--- config.mk ---
export PLATFORM = sky130hd
export DESIGN_NAME = i2cee_store
export DESIGN_NICKNAME = d
export VERILOG_FILES = /design/src/rtl/i2cee_pkg.sv /design/src/rtl/i2cee_store.sv
export SDC_FILE = /design/constraint.sdc
export NUM_CORES = 2
export LEC_CHECK = 0
export ABC_CLOCK_PERIOD_IN_PS = 2800
export BUFFER_PORTS_ARGS = -buffer_cell sky130_fd_sc_hd__buf_2
export CAP_MARGIN = 5
export CORE_MARGIN = 2
export CORE_UTILIZATION = 50
export DETAILED_ROUTE_END_ITERATION = 7
export PLACE_DENSITY_LB_ADDON = 0.3
export SYNTH_ARGS = -nofsm -noshare
export SYNTH_HDL_FRONTEND = slang
export SYNTH_SLANG_ARGS = --single-unit
--- constraint.sdc ---
create_clock -name clk -period 2.8 [get_ports clk]
set_clock_uncertainty 0.05 [all_clocks]
set_input_delay 0.56 -clock clk [delete_from_list [all_inputs] [get_ports clk]]
set_output_delay 0.56 -clock clk [all_outputs]
set_load 0.01 [all_outputs]
--- src/rtl/i2cee_pkg.sv ---
// ----------------------------------------------------------------------------
// i2cee_pkg
// shared types, request codes and defaults of the serial eeprom device model
// ----------------------------------------------------------------------------
package i2cee_pkg;

    // default geometry, both must be powers of two
    localparam int MEM_BYTES_DEF  = 256;
    localparam int PAGE_BYTES_DEF = 8;

    // field and register widths
    localparam int REQ_W      = 3;
    localparam int BYTE_W     = 8;
    localparam int CAP_LOG2_W = 4;
    localparam int TIMER_W    = 10;
    localparam int CFG_DATA_W = 10;
    localparam int CFG_IDX_W  = 1;

    // capacity limits in log2 bytes
    localparam logic [CAP_LOG2_W-1:0] CAP_LOG2_MIN = 4'd3;
    localparam logic [CAP_LOG2_W-1:0] CAP_LOG2_MAX = 4'd8;

    // reset values
    localparam logic [CAP_LOG2_W-1:0] CAP_LOG2_RST = 4'd8;
    localparam logic [TIMER_W-1:0]    WR_TICKS_RST = 10'd5;
    localparam logic [BYTE_W-1:0]     ERASED_BYTE  = 8'hFF;

    // request codes
    localparam logic [REQ_W-1:0] REQ_TICK     = 3'd0;
    localparam logic [REQ_W-1:0] REQ_RD_RAND  = 3'd1;
    localparam logic [REQ_W-1:0] REQ_RD_CUR   = 3'd2;
    localparam logic [REQ_W-1:0] REQ_WR_ADDR  = 3'd3;
    localparam logic [REQ_W-1:0] REQ_WR_CUR   = 3'd4;

    // configuration register indexes
    localparam logic [CFG_IDX_W-1:0] CFG_CAP_LOG2 = 1'd0;
    localparam logic [CFG_IDX_W-1:0] CFG_WR_TICKS = 1'd1;

    // input transaction
    typedef struct packed {
        logic [REQ_W-1:0]  req_type;
        logic [BYTE_W-1:0] address;
        logic [BYTE_W-1:0] write_data;
        logic              end_of_burst;
    } in_item_t;

    // result transaction
    typedef struct packed {
        logic [BYTE_W-1:0] read_data;
        logic              status;
        logic              busy_res;
    } out_item_t;

    // byte store command
    typedef struct packed {
        logic rd;
        logic wr;
    } mem_cmd_t;

endpackage

--- src/rtl/i2cee_store.sv ---
// ----------------------------------------------------------------------------
// i2cee_store
// byte store with registered read; unwritten bytes read as erased
// ----------------------------------------------------------------------------
module i2cee_store #(
    parameter int MEM_BYTES = i2cee_pkg::MEM_BYTES_DEF,
    parameter int ADDR_W    = $clog2(MEM_BYTES)
) (
    input  logic                            clk,
    input  logic                            rst_n,
    input  i2cee_pkg::mem_cmd_t             cmd,
    input  logic [ADDR_W-1:0]               addr,
    input  logic [i2cee_pkg::BYTE_W-1:0]    wdata,
    output logic [i2cee_pkg::BYTE_W-1:0]    rdata
);

    logic [i2cee_pkg::BYTE_W-1:0] mem [MEM_BYTES];
    logic [MEM_BYTES-1:0]         written_reg;
    logic [i2cee_pkg::BYTE_W-1:0] rd_data_reg;
    logic                         rd_written_reg;

    // storage array and registered read port
    always_ff @(posedge clk)
    begin
        if (cmd.wr)
        begin
            mem[addr] <= wdata;
        end
        if (cmd.rd)
        begin
            rd_data_reg <= mem[addr];
        end
    end

    // written flags, cleared at reset so the store reads as erased
    always_ff @(posedge clk or negedge rst_n)
    begin
        if (!rst_n)
        begin
            written_reg    <= '0;
            rd_written_reg <= 1'b0;
        end
        else
        begin
            if (cmd.wr)
            begin
                written_reg[addr] <= 1'b1;
            end
            if (cmd.rd)
            begin
                rd_written_reg <= written_reg[addr];
            end
        end
    end

    // erased bytes read back as all ones
    assign rdata = rd_written_reg ? rd_data_reg : i2cee_pkg::ERASED_BYTE;

endmodule

==> run_results.csv <==
group,metric,value,unit
yosys,ys_ff_latch,2313,
yosys,syn-num-nets,4107,
timing,slew_headroom,30.3,%
timing,fin_crit,2830,ps
drt,wl_per_cell,31.1,microns
placed_design,dp_slack,-1160,ps
critical_path,crit_path_max_fanout,15,
drt,m1WireLength,90600,microns
run_status,failed_checks,"setup timing",
drt,drt_iter0_drc,5909,
job,cap_violations,0,
timing,fin_ws,-34.5,ps
global_routing,grt_max_degree,99,
worst_hold_path,hp-class,"in2reg",
global_routing,grt_pass1_vias,46100,
yosys,synth.avg_cell_area,21.9,sq um
timing,timing.fmax,353,MHz
drt,via_count,45700,
floorplanning,start_util,50.3,%
yosys,synth_common_cells,"edfxtp_1 (2056), mux4_2 (700), nor2_1 (268)",
power_and_ir_drop,power_density,678,mW/mm^2
final_layout,num-fill-cells,12100,
yosys,synth_largest_area_cell,"edfxtp_1",
floorplanning,row_count,155,
final_layout,largest_reg_flops,2048,
drt,first_pass_iters,5,
floorplanning,die_width,427,microns
yosys,synthDistinctLibCells,49,
drt,wl,231000,microns
yosys,syn_inst,4087,
yosys,seq_area_frac_synth,76.1,%
timing,tightest_slew,1040,ps
critical_path,endpoint_kind,"flip-flop",
yosys,synthesis.area,0.0896,sq mm
critical_path,arrival,3390,ps
drt,via_per_inst,6.15,
timing,setup-violations-final,3,
power_and_ir_drop,p_leak,37.3,nW
cts,cts_root_buf,"clkbuf_16",
global_routing,track_usage,25.7,%
final_layout,drive_above_1_share,43.8,%
yosys,synth_top_area_share,68.9,%
drt,ant_nets,0,
placed_design,routabilityCongestion,0.914,
final_layout,syn_to_final_growth,20.4,%
cts,cts-root-to-sink-buffers,3,
timing,finalHoldViolations,0,
global_routing,overflow,0,
timing,fin_crit_sh,101,%
cts,cts_tree,"done",
timing,rsz0062_at_grt,"true",
yosys,ys_top_cells_by_area,"edfxtp_1 (69%), mux4_2 (18%), dfrtp_1 (7.2%), or2_2 (1.8%), nor2_1 (1.1%)",
drt,highest_layer,"met5",
drt,drcViolationCount,0,
cts,cts_sinks,2313,
yosys,yosysMostFrequentCell,"edfxtp_1",
placed_design,dpl.hpwl,150000,microns
yosys,synth_ff_type,"edfxtp_1",
critical_path,cp.required,3350,ps
critical_path,setup.worst_path.class,"in2reg",
yosys,synth_edf_count,2056,
power_and_ir_drop,ir_drop,0.000574,V
drt,wl_met3,20700,microns
floorplanning,io_pins,28,
timing,drv_slew,0,
cts,htreeDepth,4,
placed_design,port_buffers,27,
final_layout,final_util,60.6,%
placed_design,place_area,0.100,sq mm
floorplanning,core,0.178,sq mm
floorplanning,die_area,0.183,sq mm
drt,met2RoutedLength,112000,microns
cts,clock_latency,890,ps
yosys,ys_warn_count,0,
global_routing,antenna_found_initial,9,
critical_path,critPathLaunchType,"primary input",
final_layout,design_area,0.108,sq mm
cts,cts_made_buffers,221,
floorplanning,fp.dieH,427,microns
cts,clk_pin_slew,70,ps
final_layout,nets,4893,
global_routing,grt_first_pass_wirelength,334000,microns
run_status,status,"finished with violations",
yosys,synthArstFlopShare,11.1,%
-- per-stage QoR --
stage                     total power [mW]  hold WS (ps)  std cells  setup TNS, ps
after global routing                  75.2          37.4       7427          -47.5
after CTS                             73.5          23.8       7419          -50.1
after global placement                43.2           349       6996        -255440
after detailed placement              43.3           348       6996        -257750
final                                 73.1          72.2       7427          -82.1
after floorplan                       41.1           214       4087         -53040
-- worst paths after layout --
| path | from | to | slack (ps) | cells after the start |
|---|---|---|---|---|
| min in group asynchronous | rst_n | written_reg[5] | 90 | 2 |
| setup / recovery | addr[0] | rd_data_reg[3] | -30 | 9 |
| max in group asynchronous | rst_n | written_reg[193] | 1760 | 3 |
| hold reg to reg | written_reg[254] | written_reg[254] | 410 | 1 |
| hold / removal | cmd[1] | rd_data_reg[4] | 70 | 1 |
| setup reg to reg | mem[163][4] | rd_data_reg[4] | -20 | 6 |
-- layout make-up --
| cell class | count | area (sq um) | share of cell area [%] |
|---|---|---|---|
| Antenna cell | 1 | 2.50 | 0.00232 |
| Clock buffer | 309 | 6200 | 5.75 |
| Clock inverter | 112 | 1370 | 1.27 |
| Inverter | 4 | 15.0 | 0.0139 |
| Multi-Input combinational cell | 1542 | 20800 | 19.2 |
| Sequential cell | 2313 | 68200 | 63.1 |
| Tap cell | 2355 | 2950 | 2.73 |
| Timing Repair Buffer | 791 | 8470 | 7.84 |
-- placed cells by master (no fill, tap or decap), types with 14 or more instances in the layout --
master / instances
a21oi_1: 16
nor2_1: 178
clkinv_1: 17
buf_12: 184
nand3_1: 40
clkbuf_8: 38
buf_2: 14
edfxtp_1: 2056
nor2_2: 87
mux4_2: 700
or2_2: 258
clkbuf_1: 56
nor2b_1: 16
nand2_1: 54
clkinv_2: 51
bufinv_16: 19
dfrtp_1: 257
mux2i_1: 30
clkbuf_16: 226
a22oi_1: 18
buf_4: 567
-- report_power, final --
| group | switching, mW | internal (mW) |
|---|---|---|
| combinational | 2.49 | 2.05 |
| clock | 13.1 | 17.4 |
| sequential | 0.175 | 38.0 |
-- worst max-delay path: stages --
cell and delay [ps]:
buf_16 230, buf_12 220, buf_4 200, mux4_2 540, mux4_2 470, a22oi_1 310
buf_4 220, a21oi_1 70, or4_1 510
-- repair_timing --
action	4_1_cts	5_1_grt
hold endpoints to repair	257	0
gates resized for setup	16	13
cloned	1	3
pin swaps	5	9
endpoints found under the setup margin	7	6
hold buffers	1	0
buffers inserted	0	4
-- logic make-up (layout without fill, tap and decap cells) --
logic type      after synthesis  in the layout  share of synthesized area (%)
compound gates               91             91                          0.688
buf+inv                     232           1216                           1.20
other cells                   0              1                              0
simple gates                710            710                           3.99
flops                      2313           2313                           76.1
mux                         741            741                           18.1
-- routing by layer --
metal | up-vias | global-route usage (%)
met1 | 24500 | 36.6
met2 | 2359 | 40.6
met3 | 354 | 4.80
li1 | 18500 | -
met5 | - | 0
met4 | 2 | 8.41
No activity file was read; power rests on OpenSTA's default activity.
